<file path="src/hw/rtl/gbn_pkg.sv">
// gbn_pkg: shared types, constants and sequence helpers for the go-back-n link controller
// used by gbn_ctrl, gbn_dp and the top level; depends on nothing else
package gbn_pkg;

	localparam int SEQ_W = 5;
	localparam int LEN_W = 9;
	localparam int MAX_RESULTS = 32;
	localparam int RES_AW = $clog2(MAX_RESULTS);
	localparam int CNT_W = RES_AW + 1;

	localparam logic [SEQ_W-1:0] MAX_SEQ = SEQ_W'(31);
	localparam logic [LEN_W-1:0] MIN_FRAME_LEN = LEN_W'(5);
	localparam logic [LEN_W-1:0] FRAME_OVERHEAD = LEN_W'(7);

	localparam logic [2:0] REQ_PKT = 3'd0;
	localparam logic [2:0] REQ_LINK = 3'd1;
	localparam logic [2:0] REQ_FRAME = 3'd2;
	localparam logic [2:0] REQ_DATA_TMO = 3'd3;
	localparam logic [2:0] REQ_ACK_TMO = 3'd4;

	localparam logic [1:0] KIND_DATA = 2'd0;
	localparam logic [1:0] KIND_ACK = 2'd1;
	localparam logic [1:0] KIND_NAK = 2'd2;

	typedef enum logic [2:0] {
		ACT_NONE = 3'd0,
		ACT_DATA = 3'd1,
		ACT_ACK = 3'd2,
		ACT_NAK = 3'd3,
		ACT_DELIVER = 3'd4,
		ACT_RELEASE = 3'd5
	} action_t;

	typedef struct packed {
		action_t action;
		logic [SEQ_W-1:0] seq;
		logic [SEQ_W-1:0] ack;
		logic [LEN_W-1:0] len;
	} res_entry_t;

	typedef enum logic [3:0] {
		OP_IDLE = 4'd0,
		OP_PKT = 4'd1,
		OP_LINK = 4'd2,
		OP_NAK = 4'd3,
		OP_ACK = 4'd4,
		OP_REL = 4'd5,
		OP_DELIVER = 4'd6,
		OP_GB_TMO = 4'd7,
		OP_GB_NAK = 4'd8,
		OP_RESEND = 4'd9,
		OP_FILL_NONE = 4'd10,
		OP_DRAIN = 4'd11
	} dp_op_t;

	typedef struct packed {
		logic load;
		dp_op_t op;
	} ctrl_cmd_t;

	typedef struct packed {
		logic [2:0] req;
		logic [1:0] kind;
		logic bad_frame;
		logic nak_sent;
		logic win_full;
		logic rel_ok;
		logic seq_eq;
		logic seq_gt;
		logic nak_ok;
		logic resend_more;
		logic cnt_zero;
		logic drain_last;
	} dp_status_t;

	function automatic logic [SEQ_W-1:0] seq_inc(input logic [SEQ_W-1:0] k);
		return (k < MAX_SEQ) ? k + SEQ_W'(1) : '0;
	endfunction

	// b lies in the circular window [a, c)
	function automatic logic in_window(input logic [SEQ_W-1:0] a, input logic [SEQ_W-1:0] b,
			input logic [SEQ_W-1:0] c);
		return ((a <= b) && (b < c)) || ((c < a) && (a <= b)) || ((b < c) && (c < a));
	endfunction

endpackage

</file>
<file path="src/hw/rtl/gbn_ram.sv">
// gbn_ram: generic single-write, single-read ram with registered read data
// stand-alone, no package needed
module gbn_ram #(
	parameter int WIDTH = 8,
	parameter int DEPTH = 32
) (
	input  logic                     clk,
	input  logic                     we,
	input  logic [$clog2(DEPTH)-1:0] waddr,
	input  logic [WIDTH-1:0]         wdata,
	input  logic [$clog2(DEPTH)-1:0] raddr,
	output logic [WIDTH-1:0]         rdata
);

	logic [WIDTH-1:0] mem_q [DEPTH];

	always_ff @(posedge clk) begin
		if (we) begin
			mem_q[waddr] <= wdata;
		end
		rdata <= mem_q[raddr];
	end

endmodule

</file>
<file path="src/hw/rtl/gbn_ctrl.sv">
// gbn_ctrl: sequencing state machine of the link controller
// depends on gbn_pkg; drives gbn_dp through ctrl_cmd_t and reads dp_status_t
module gbn_ctrl (
	input  logic                clk,
	input  logic                arst_n,
	input  logic                start,
	output logic                busy,
	input  gbn_pkg::dp_status_t status,
	output gbn_pkg::ctrl_cmd_t  cmd
);

	typedef enum logic [6:0] {
		ST_IDLE = 7'b0000001,
		ST_EVAL = 7'b0000010,
		ST_REL = 7'b0000100,
		ST_POST = 7'b0001000,
		ST_RESEND = 7'b0010000,
		ST_FIN = 7'b0100000,
		ST_DRAIN = 7'b1000000
	} state_t;

	state_t state_q, state_d;

	always_ff @(posedge clk or negedge arst_n) begin
		if (!arst_n) begin
			state_q <= ST_IDLE;
		end else begin
			state_q <= state_d;
		end
	end

	assign busy = (state_q != ST_IDLE);

	always_comb begin
		state_d = state_q;
		cmd.load = 1'b0;
		cmd.op = gbn_pkg::OP_IDLE;
		unique case (state_q)
			ST_IDLE: begin
				if (start) begin
					cmd.load = 1'b1;
					state_d = ST_EVAL;
				end
			end
			ST_EVAL: begin
				state_d = ST_FIN;
				unique case (status.req)
					gbn_pkg::REQ_PKT: begin
						if (!status.win_full) cmd.op = gbn_pkg::OP_PKT;
					end
					gbn_pkg::REQ_LINK: cmd.op = gbn_pkg::OP_LINK;
					gbn_pkg::REQ_FRAME: begin
						if (status.bad_frame) begin
							if (!status.nak_sent) cmd.op = gbn_pkg::OP_NAK;
						end else begin
							state_d = ST_REL;
						end
					end
					gbn_pkg::REQ_DATA_TMO: begin
						cmd.op = gbn_pkg::OP_GB_TMO;
						state_d = ST_RESEND;
					end
					gbn_pkg::REQ_ACK_TMO: cmd.op = gbn_pkg::OP_ACK;
					default: cmd.op = gbn_pkg::OP_IDLE;
				endcase
			end
			ST_REL: begin
				// one acknowledged frame released per cycle
				if (status.rel_ok) begin
					cmd.op = gbn_pkg::OP_REL;
				end else begin
					state_d = ST_POST;
				end
			end
			ST_POST: begin
				state_d = ST_FIN;
				if (status.kind == gbn_pkg::KIND_DATA) begin
					if (status.seq_eq) begin
						cmd.op = gbn_pkg::OP_DELIVER;
					end else if (status.seq_gt && !status.nak_sent) begin
						cmd.op = gbn_pkg::OP_NAK;
					end
				end else if (status.kind == gbn_pkg::KIND_NAK) begin
					if (status.nak_ok) begin
						cmd.op = gbn_pkg::OP_GB_NAK;
						state_d = ST_RESEND;
					end
				end
			end
			ST_RESEND: begin
				if (status.resend_more) begin
					cmd.op = gbn_pkg::OP_RESEND;
				end else begin
					state_d = ST_FIN;
				end
			end
			ST_FIN: begin
				if (status.cnt_zero) cmd.op = gbn_pkg::OP_FILL_NONE;
				state_d = ST_DRAIN;
			end
			ST_DRAIN: begin
				cmd.op = gbn_pkg::OP_DRAIN;
				if (status.drain_last) state_d = ST_IDLE;
			end
			default: state_d = ST_IDLE;
		endcase
	end

endmodule

</file>
<file path="src/hw/rtl/gbn_dp.sv">
// gbn_dp: link state registers, result buffer and output stage
// depends on gbn_pkg and gbn_ram; commanded by gbn_ctrl
module gbn_dp (
	input  logic                             clk,
	input  logic                             arst_n,
	input  gbn_pkg::ctrl_cmd_t               cmd,
	output gbn_pkg::dp_status_t              status,
	input  logic [2:0]                       req_type,
	input  logic [1:0]                       frame_kind,
	input  logic [gbn_pkg::SEQ_W-1:0]        frame_seq,
	input  logic [gbn_pkg::SEQ_W-1:0]        peer_ack,
	input  logic [gbn_pkg::LEN_W-1:0]        frame_len,
	input  logic                             crc_ok,
	output logic                             strobe,
	output logic [2:0]                       action,
	output logic [gbn_pkg::SEQ_W-1:0]        seq_num,
	output logic [gbn_pkg::SEQ_W-1:0]        ack_num,
	output logic [gbn_pkg::LEN_W-1:0]        deliver_len,
	output logic                             start_data_timer,
	output logic                             ack_timer_start,
	output logic                             ack_timer_stop,
	output logic                             network_enable,
	output logic                             last
);

	localparam int EW = $bits(gbn_pkg::res_entry_t);

	// latched event
	logic [2:0] req_q;
	logic [1:0] kind_q;
	logic [gbn_pkg::SEQ_W-1:0] fseq_q, fack_q;
	logic [gbn_pkg::LEN_W-1:0] flen_q;
	logic crc_q;

	// link state
	logic [gbn_pkg::SEQ_W-1:0] next_q, oldest_q, expected_q, outstanding_q, idx_q;
	logic link_q, nak_q;

	logic [gbn_pkg::CNT_W-1:0] wcount_q;
	logic [gbn_pkg::RES_AW-1:0] rptr_q;
	logic strobe_q, last_q, en_q;

	logic [gbn_pkg::SEQ_W-1:0] ack_val, nak_from;
	logic [gbn_pkg::LEN_W-1:0] dlen;
	logic wr_req, wr_en, net_en;
	gbn_pkg::res_entry_t wentry, rentry;
	logic [EW-1:0] rdata;

	always_ff @(posedge clk) begin
		if (cmd.load) begin
			req_q <= req_type;
			kind_q <= frame_kind;
			fseq_q <= frame_seq;
			fack_q <= peer_ack;
			flen_q <= frame_len;
			crc_q <= crc_ok;
		end
	end

	assign ack_val = (expected_q == '0) ? gbn_pkg::MAX_SEQ : expected_q - gbn_pkg::SEQ_W'(1);
	assign nak_from = gbn_pkg::seq_inc(fack_q);
	assign dlen = (flen_q > gbn_pkg::FRAME_OVERHEAD) ? flen_q - gbn_pkg::FRAME_OVERHEAD : '0;
	assign net_en = (outstanding_q < gbn_pkg::MAX_SEQ) && link_q;

	always_comb begin
		wr_req = 1'b1;
		wentry.action = gbn_pkg::ACT_NONE;
		wentry.seq = '0;
		wentry.ack = '0;
		wentry.len = '0;
		unique case (cmd.op)
			gbn_pkg::OP_PKT, gbn_pkg::OP_RESEND: begin
				wentry.action = gbn_pkg::ACT_DATA;
				wentry.seq = next_q;
				wentry.ack = ack_val;
			end
			gbn_pkg::OP_NAK: begin
				wentry.action = gbn_pkg::ACT_NAK;
				wentry.ack = ack_val;
			end
			gbn_pkg::OP_ACK: begin
				wentry.action = gbn_pkg::ACT_ACK;
				wentry.ack = ack_val;
			end
			gbn_pkg::OP_REL: begin
				wentry.action = gbn_pkg::ACT_RELEASE;
				wentry.seq = oldest_q;
			end
			gbn_pkg::OP_DELIVER: begin
				wentry.action = gbn_pkg::ACT_DELIVER;
				wentry.len = dlen;
			end
			gbn_pkg::OP_FILL_NONE: wr_req = 1'b1;
			default: wr_req = 1'b0;
		endcase
	end

	// results past the buffer depth are dropped, state still advances
	assign wr_en = wr_req && (wcount_q < gbn_pkg::CNT_W'(gbn_pkg::MAX_RESULTS));

	always_ff @(posedge clk or negedge arst_n) begin
		if (!arst_n) begin
			next_q <= '0;
			oldest_q <= '0;
			expected_q <= '0;
			outstanding_q <= '0;
			link_q <= 1'b0;
			nak_q <= 1'b0;
			idx_q <= '0;
			wcount_q <= '0;
			rptr_q <= '0;
			strobe_q <= 1'b0;
			last_q <= 1'b0;
			en_q <= 1'b0;
		end else begin
			strobe_q <= (cmd.op == gbn_pkg::OP_DRAIN);
			last_q <= status.drain_last;
			en_q <= net_en;
			if (cmd.load) begin
				wcount_q <= '0;
				rptr_q <= '0;
			end
			if (wr_en) wcount_q <= wcount_q + gbn_pkg::CNT_W'(1);
			unique case (cmd.op)
				gbn_pkg::OP_PKT: begin
					outstanding_q <= outstanding_q + gbn_pkg::SEQ_W'(1);
					next_q <= gbn_pkg::seq_inc(next_q);
					link_q <= 1'b0;
				end
				gbn_pkg::OP_LINK: link_q <= 1'b1;
				gbn_pkg::OP_NAK: begin
					nak_q <= 1'b1;
					link_q <= 1'b0;
				end
				gbn_pkg::OP_ACK: link_q <= 1'b0;
				gbn_pkg::OP_REL: begin
					outstanding_q <= outstanding_q - gbn_pkg::SEQ_W'(1);
					oldest_q <= gbn_pkg::seq_inc(oldest_q);
				end
				gbn_pkg::OP_DELIVER: begin
					nak_q <= 1'b0;
					expected_q <= gbn_pkg::seq_inc(expected_q);
				end
				gbn_pkg::OP_GB_TMO: begin
					next_q <= oldest_q;
					idx_q <= '0;
				end
				gbn_pkg::OP_GB_NAK: begin
					next_q <= nak_from;
					idx_q <= '0;
				end
				gbn_pkg::OP_RESEND: begin
					next_q <= gbn_pkg::seq_inc(next_q);
					idx_q <= idx_q + gbn_pkg::SEQ_W'(1);
					link_q <= 1'b0;
				end
				gbn_pkg::OP_DRAIN: rptr_q <= rptr_q + gbn_pkg::RES_AW'(1);
				default: idx_q <= idx_q;
			endcase
		end
	end

	gbn_ram #(
		.WIDTH(EW),
		.DEPTH(gbn_pkg::MAX_RESULTS)
	) u_buf (
		.clk  (clk),
		.we   (wr_en),
		.waddr(wcount_q[gbn_pkg::RES_AW-1:0]),
		.wdata(wentry),
		.raddr(rptr_q),
		.rdata(rdata)
	);

	always_comb begin
		status.req = req_q;
		status.kind = kind_q;
		status.bad_frame = (flen_q < gbn_pkg::MIN_FRAME_LEN) || !crc_q
			|| (fack_q > gbn_pkg::MAX_SEQ)
			|| ((kind_q == gbn_pkg::KIND_DATA) && (fseq_q > gbn_pkg::MAX_SEQ));
		status.nak_sent = nak_q;
		status.win_full = (outstanding_q >= gbn_pkg::MAX_SEQ);
		status.rel_ok = (outstanding_q != '0) && gbn_pkg::in_window(oldest_q, fack_q, next_q);
		status.seq_eq = (fseq_q == expected_q);
		status.seq_gt = (fseq_q > expected_q);
		status.nak_ok = gbn_pkg::in_window(oldest_q, nak_from, next_q);
		status.resend_more = (idx_q < outstanding_q);
		status.cnt_zero = (wcount_q == '0);
		status.drain_last = ({1'b0, rptr_q} == (wcount_q - gbn_pkg::CNT_W'(1)));
	end

	assign rentry = gbn_pkg::res_entry_t'(rdata);
	assign strobe = strobe_q;
	assign action = rentry.action;
	assign seq_num = rentry.seq;
	assign ack_num = rentry.ack;
	assign deliver_len = rentry.len;
	assign start_data_timer = (rentry.action == gbn_pkg::ACT_DATA);
	assign ack_timer_start = (rentry.action == gbn_pkg::ACT_DELIVER);
	assign ack_timer_stop = (rentry.action == gbn_pkg::ACT_DATA)
		|| (rentry.action == gbn_pkg::ACT_ACK) || (rentry.action == gbn_pkg::ACT_NAK);
	assign network_enable = en_q;
	assign last = last_q;

endmodule

</file>
<file path="src/hw/rtl/go_back_n_nak_link_controller.sv">
// go_back_n_nak_link_controller: top level; a work phase writes the commands of an event,
// one per cycle, into a 32-entry buffer, then a drain phase issues one result per cycle
// steps: evaluate; a good frame releases each acknowledged frame, then may deliver or nak;
// a valid nak or data timeout resends outstanding frames; an empty buffer gets a none entry
// busy falls as the last result shows, so the next transaction can start there; no stalls
// arst_n clears the window pointers, counts and flags; the result buffer is not cleared
module go_back_n_nak_link_controller (
	input  logic                      clk,
	input  logic                      arst_n,
	input  logic                      start,
	output logic                      busy,
	input  logic [2:0]                req_type,
	input  logic [1:0]                frame_kind,
	input  logic [gbn_pkg::SEQ_W-1:0] frame_seq,
	input  logic [gbn_pkg::SEQ_W-1:0] peer_ack,
	input  logic [gbn_pkg::LEN_W-1:0] frame_len,
	input  logic                      crc_ok,
	output logic                      strobe,
	output logic [2:0]                action,
	output logic [gbn_pkg::SEQ_W-1:0] seq_num,
	output logic [gbn_pkg::SEQ_W-1:0] ack_num,
	output logic [gbn_pkg::LEN_W-1:0] deliver_len,
	output logic                      start_data_timer,
	output logic                      ack_timer_start,
	output logic                      ack_timer_stop,
	output logic                      network_enable,
	output logic                      last
);

	gbn_pkg::ctrl_cmd_t cmd;
	gbn_pkg::dp_status_t status;

	gbn_ctrl u_ctrl (
		.clk   (clk),
		.arst_n(arst_n),
		.start (start),
		.busy  (busy),
		.status(status),
		.cmd   (cmd)
	);

	gbn_dp u_dp (
		.clk             (clk),
		.arst_n          (arst_n),
		.cmd             (cmd),
		.status          (status),
		.req_type        (req_type),
		.frame_kind      (frame_kind),
		.frame_seq       (frame_seq),
		.peer_ack        (peer_ack),
		.frame_len       (frame_len),
		.crc_ok          (crc_ok),
		.strobe          (strobe),
		.action          (action),
		.seq_num         (seq_num),
		.ack_num         (ack_num),
		.deliver_len     (deliver_len),
		.start_data_timer(start_data_timer),
		.ack_timer_start (ack_timer_start),
		.ack_timer_stop  (ack_timer_stop),
		.network_enable  (network_enable),
		.last            (last)
	);

endmodule

</file>
<file path="config.mk">
export PLATFORM = sky130hd
export DESIGN_NAME = go_back_n_nak_link_controller
export DESIGN_NICKNAME = d
export VERILOG_FILES = /design/src/hw/rtl/gbn_pkg.sv /design/src/hw/rtl/gbn_ram.sv /design/src/hw/rtl/gbn_ctrl.sv /design/src/hw/rtl/gbn_dp.sv /design/src/hw/rtl/go_back_n_nak_link_controller.sv
export SDC_FILE = /design/constraint.sdc
export NUM_CORES = 1
export LEC_CHECK = 0
export BUFFER_PORTS_ARGS = -buffer_cell sky130_fd_sc_hd__buf_4
export CAP_MARGIN = 20
export CORE_ASPECT_RATIO = 0.8
export CORE_MARGIN = 5
export CORE_UTILIZATION = 65
export CTS_BUF_LIST = sky130_fd_sc_hd__clkbuf_8
export DETAILED_ROUTE_END_ITERATION = 10
export PLACE_DENSITY_LB_ADDON = 0.08
export SYNTH_ARGS = -nofsm -noshare
export SYNTH_HDL_FRONTEND = slang
export SYNTH_HIERARCHICAL = 1
export SYNTH_SLANG_ARGS = --single-unit
</file>
<file path="constraint.sdc">
create_clock -name clk -period 8.5 [get_ports clk]
set_input_delay 0.85 -clock clk [delete_from_list [all_inputs] [get_ports clk]]
set_output_delay 0.85 -clock clk [all_outputs]
set_load 0.01 [all_outputs]
</file>
==> out/metrics.cfg <==
[critical_path]
cp.required_ps = 8900
crit_fanout = 21
r2r_end = u_dp/u_buf/mem_q[26][5]$_DFFE_PP_
cp.arrival_ps = 7230
cp-startpoint = u_dp/fack_q[0]$_DFFE_PP_
r2r_slack_ps = 1670
critPathLaunchType = flip-flop
setup.worst_path.class = flip-flop to flip-flop
crit_path_end_kind = flip-flop
r2r-start = u_dp/fack_q[0]$_DFFE_PP_
crit_path_end = u_dp/u_buf/mem_q[26][5]$_DFFE_PP_
rr_worst_depth = 19

[timing]
rsz0062_at_grt = false
setup_ws_ps = 1670
fmax_mhz = 147
finalSetupViolations = 0
final-hold-violation-count = 0
timing.setup.tns_ps = 0
fin_crit_sh_pct = 80.3
slew_headroom_pct = 22.4
min_period_ps = 6830
worst_pin_slew_ps = 1160
final_max_slew_viol_count = 0
skew_ps = 38.0

[yosys]
yosysSeqAreaShare_pct = 71.1
netlist.area_leader.share_pct = 66.2
syn_area_um2 = 33100
synth_edf_count = 729
ys_types = 73
synthTopCellsByArea = edfxtp_1 66%, mux2i_1 11%, dfrtp_1 3.6%, a22oi_1 2.1%, ha_1 1.7%
syn_nets = 2178
syn_avg_cell_area_um2 = 15.7
yosysTopAreaCell = edfxtp_1
synth_seq_cells = 799
ys_warn_count = 6
synth_flop_cell = edfxtp_1
syn_inst = 2103
async_flop_share_pct = 6.01

[global_route]
gr-usage-met1_pct = 42.1
grtUsageMet2_pct = 42.0
grt_pass1_wl_mm = 117
grt_pass1_vias = 18800
grt.met3_usage_pct = 6.69
antenna_found_initial = 1
gr-max-usage-layer = met1
grt_overflow = 0
grt_util_all_layers_pct = 27.8
grt_max_degree = 149

[layout]
nets = 2308
fin_cells = 3012
finalCoreUtilization_pct = 72.4
layout_common_cells = 729 x edfxtp_1, 357 x mux2i_1, 125 x clkbuf_8, 105 x buf_4, 92 x a22oi_1
layout_commonest_cell = edfxtp_1
drive_above_1_share_pct = 14.8
area_growth_pct = 11.0

[floorplanning]
core_area_um2 = 50700
num_rows = 74
die_h_um = 212
fp.dieW_um = 262
initial_core_util_pct = 65.2
ios = 57
dieArea_um2 = 55500

[power_and_ir_drop]
switching_share_pct = 26.3
powerDensity_nw_per_um2 = 238
p_int_mw = 6.45
p_clk_share_pct = 33.6
p_leak_nw = 11.7
comb_power_share_pct = 12.9
seq_power_share_pct = 53.5
switching_power_mw = 2.30
ir_drop_v = 0.000200

[clock_tree]
ctsResizeCount = 0
tritoncts = built
post-cts-setup-buffers = 0
holdBufCountCts = 0
clk_latency_ps = 740
path_clk_slew_ps = 60
cts_root_buffer = clkbuf_8
cts_num_sinks = 799
cts_buffers = 117
cts.path.max_buffers = 3
h-tree-depth = 3

[placement]
pre_cts_ws_ps = 1800
gp_congestion = 0.876
place_hpwl_mm = 47.3
io_buffers = 56
place_inst = 2789

[detailed_routing]
via_per_inst = 6.39
routedWlPerCell_um = 26.1
drt_pass1_iterations = 6
drt-total-wl_mm = 78.6
drtAntennaViolNets = 0
drc = 0
drt_iter0_drc = 2231
vias = 19200

[outcome]
status = completed

[hold_path]
hp-class = input port to asynchronous set/reset pin

[flow_run]
drv_cap = 0

==> final cells by class <==
type,instances,area (µm²)
sequential,799,23500
fill,3285,14000
multi-input combinational,1152,8900
clock buffer,125,1720
timing repair buffer,120,1030
tap,684,856
clock inverter,88,524
inverter,43,161
antenna,1,2.50
==> synth_stat cells (4+ instances only) <==
master    count
a21o_1       11
a21oi_1      84
a22o_1       47
a22oi_1      92
a31oi_1      29
and2_1        4
and3_1        6
buf_2        32
buf_4        22
buf_6        18
clkbuf_1     33
dfrtp_1      47
dfxtp_1      22
edfxtp_1    729
ha_1         46
inv_1        43
mux2i_1     357
nand2_1      86
nand2b_1     10
nand3_1      70
nand3b_1      7
nand4_1      30
nor2_1       75
nor2b_1      12
nor3_1       44
nor3b_1       5
nor4_1        5
o21a_1        6
o21ai_0      22
o21ai_1       9
o22ai_1       6
or3_1         5
xnor2_1      20
xor2_1        9
==> per-layer routing <==
| metal | share of wire [%] | wire length (µm) |
|---|---|---|
| met1 | 43 | 34000 |
| met2 | 45 | 35400 |
| met3 | 9.9 | 7750 |
| met4 | 1.8 | 1380 |
| met5 | 0.017 | 13 |
==> worst max-delay path, cell delays in order, from the launching register on <==
cell,delay (ps)
edfxtp_1,500
ha_1,270
and3_1,190
ha_1,260
o21ai_0,200
ha_1,360
a21boi_0,130
o32ai_1,310
maj3_1,340
nand2_1,110
nor3_1,200
a31oi_1,90
nand2_1,570
nor3_1,130
a31oi_1,180
nand3_1,420
inv_1,320
nand3b_1,470
nor2_2,1030
buf_4,400
==> cell families after synthesis <==
group | Yosys count | synth area share, %
buffers and inverters | 152 | 2.61
and+or+nand+nor | 380 | 5.79
adders and majority gates | 48 | 1.83
DFF | 799 | 71.1
muxes | 360 | 10.9
xor gates and xnor gates | 29 | 0.768
AOI/OAI and AO/OA | 335 | 6.98
==> state kept, by name, summed over array words and instances, names as in the netlist, 2 cells and up <==
signal,cells
u_dp/kind_q,2
u_dp/flen_q,9
u_dp/oldest_q,5
u_dp/expected_q,5
u_dp/outstanding_q,5
u_dp/req_q,3
u_dp/wcount_q,6
u_dp/fseq_q,5
u_dp/rptr_q,5
u_dp/next_q,5
u_dp/idx_q,5
u_ctrl/state_q,7
u_dp/fack_q,5
u_dp/u_buf/rdata,22
u_dp/u_buf/mem_q,704
==> how the worst min path moves through the flow <==
stage | depth (start not counted) | to | slack, ps | from
after floorplan | 1 | u_dp/network_enable$_DFF_PN0_ | 490 | u_dp/link_q$_DFFE_PN0P_
after global placement | 2 | u_dp/outstanding_q[1]$_DFFE_PN0P_ | 530 | u_dp/outstanding_q[1]$_DFFE_PN0P_
after detailed placement | 2 | u_dp/outstanding_q[3]$_DFFE_PN0P_ | 540 | u_dp/outstanding_q[3]$_DFFE_PN0P_
after CTS | 1 | u_dp/expected_q[2]$_DFFE_PN0P_ | 140 | arst_n
after global routing | 1 | u_ctrl/state_q[5]$_DFFE_PN0P_ | 170 | arst_n
final | 1 | u_ctrl/state_q[4]$_DFFE_PN0P_ | 150 | arst_n
==> power groups by stage <==
stage / Sequential [mW] / Combinational (mW) / Clock, mW
finish: 4.68 / 1.13 / 2.94
floorplan: 4.73 / 0.662 / 0
CTS: 4.68 / 1.10 / 2.98
detailed placement: 4.76 / 1.10 / 0
global placement: 4.75 / 1.07 / 0
global route: 4.69 / 1.22 / 3.17
==> stage by stage <==
stage / cell area (µm²) / total power, mW / hold slack, ps
after floorplan: 33100 / 5.39 / 487
after global placement: 34300 / 5.82 / 528
after detailed placement: 34300 / 5.85 / 541
after CTS: 36600 / 8.76 / 137
after global routing: 36700 / 9.09 / 171
final: 36700 / 8.75 / 150
(Power assumes the default switching activity.)
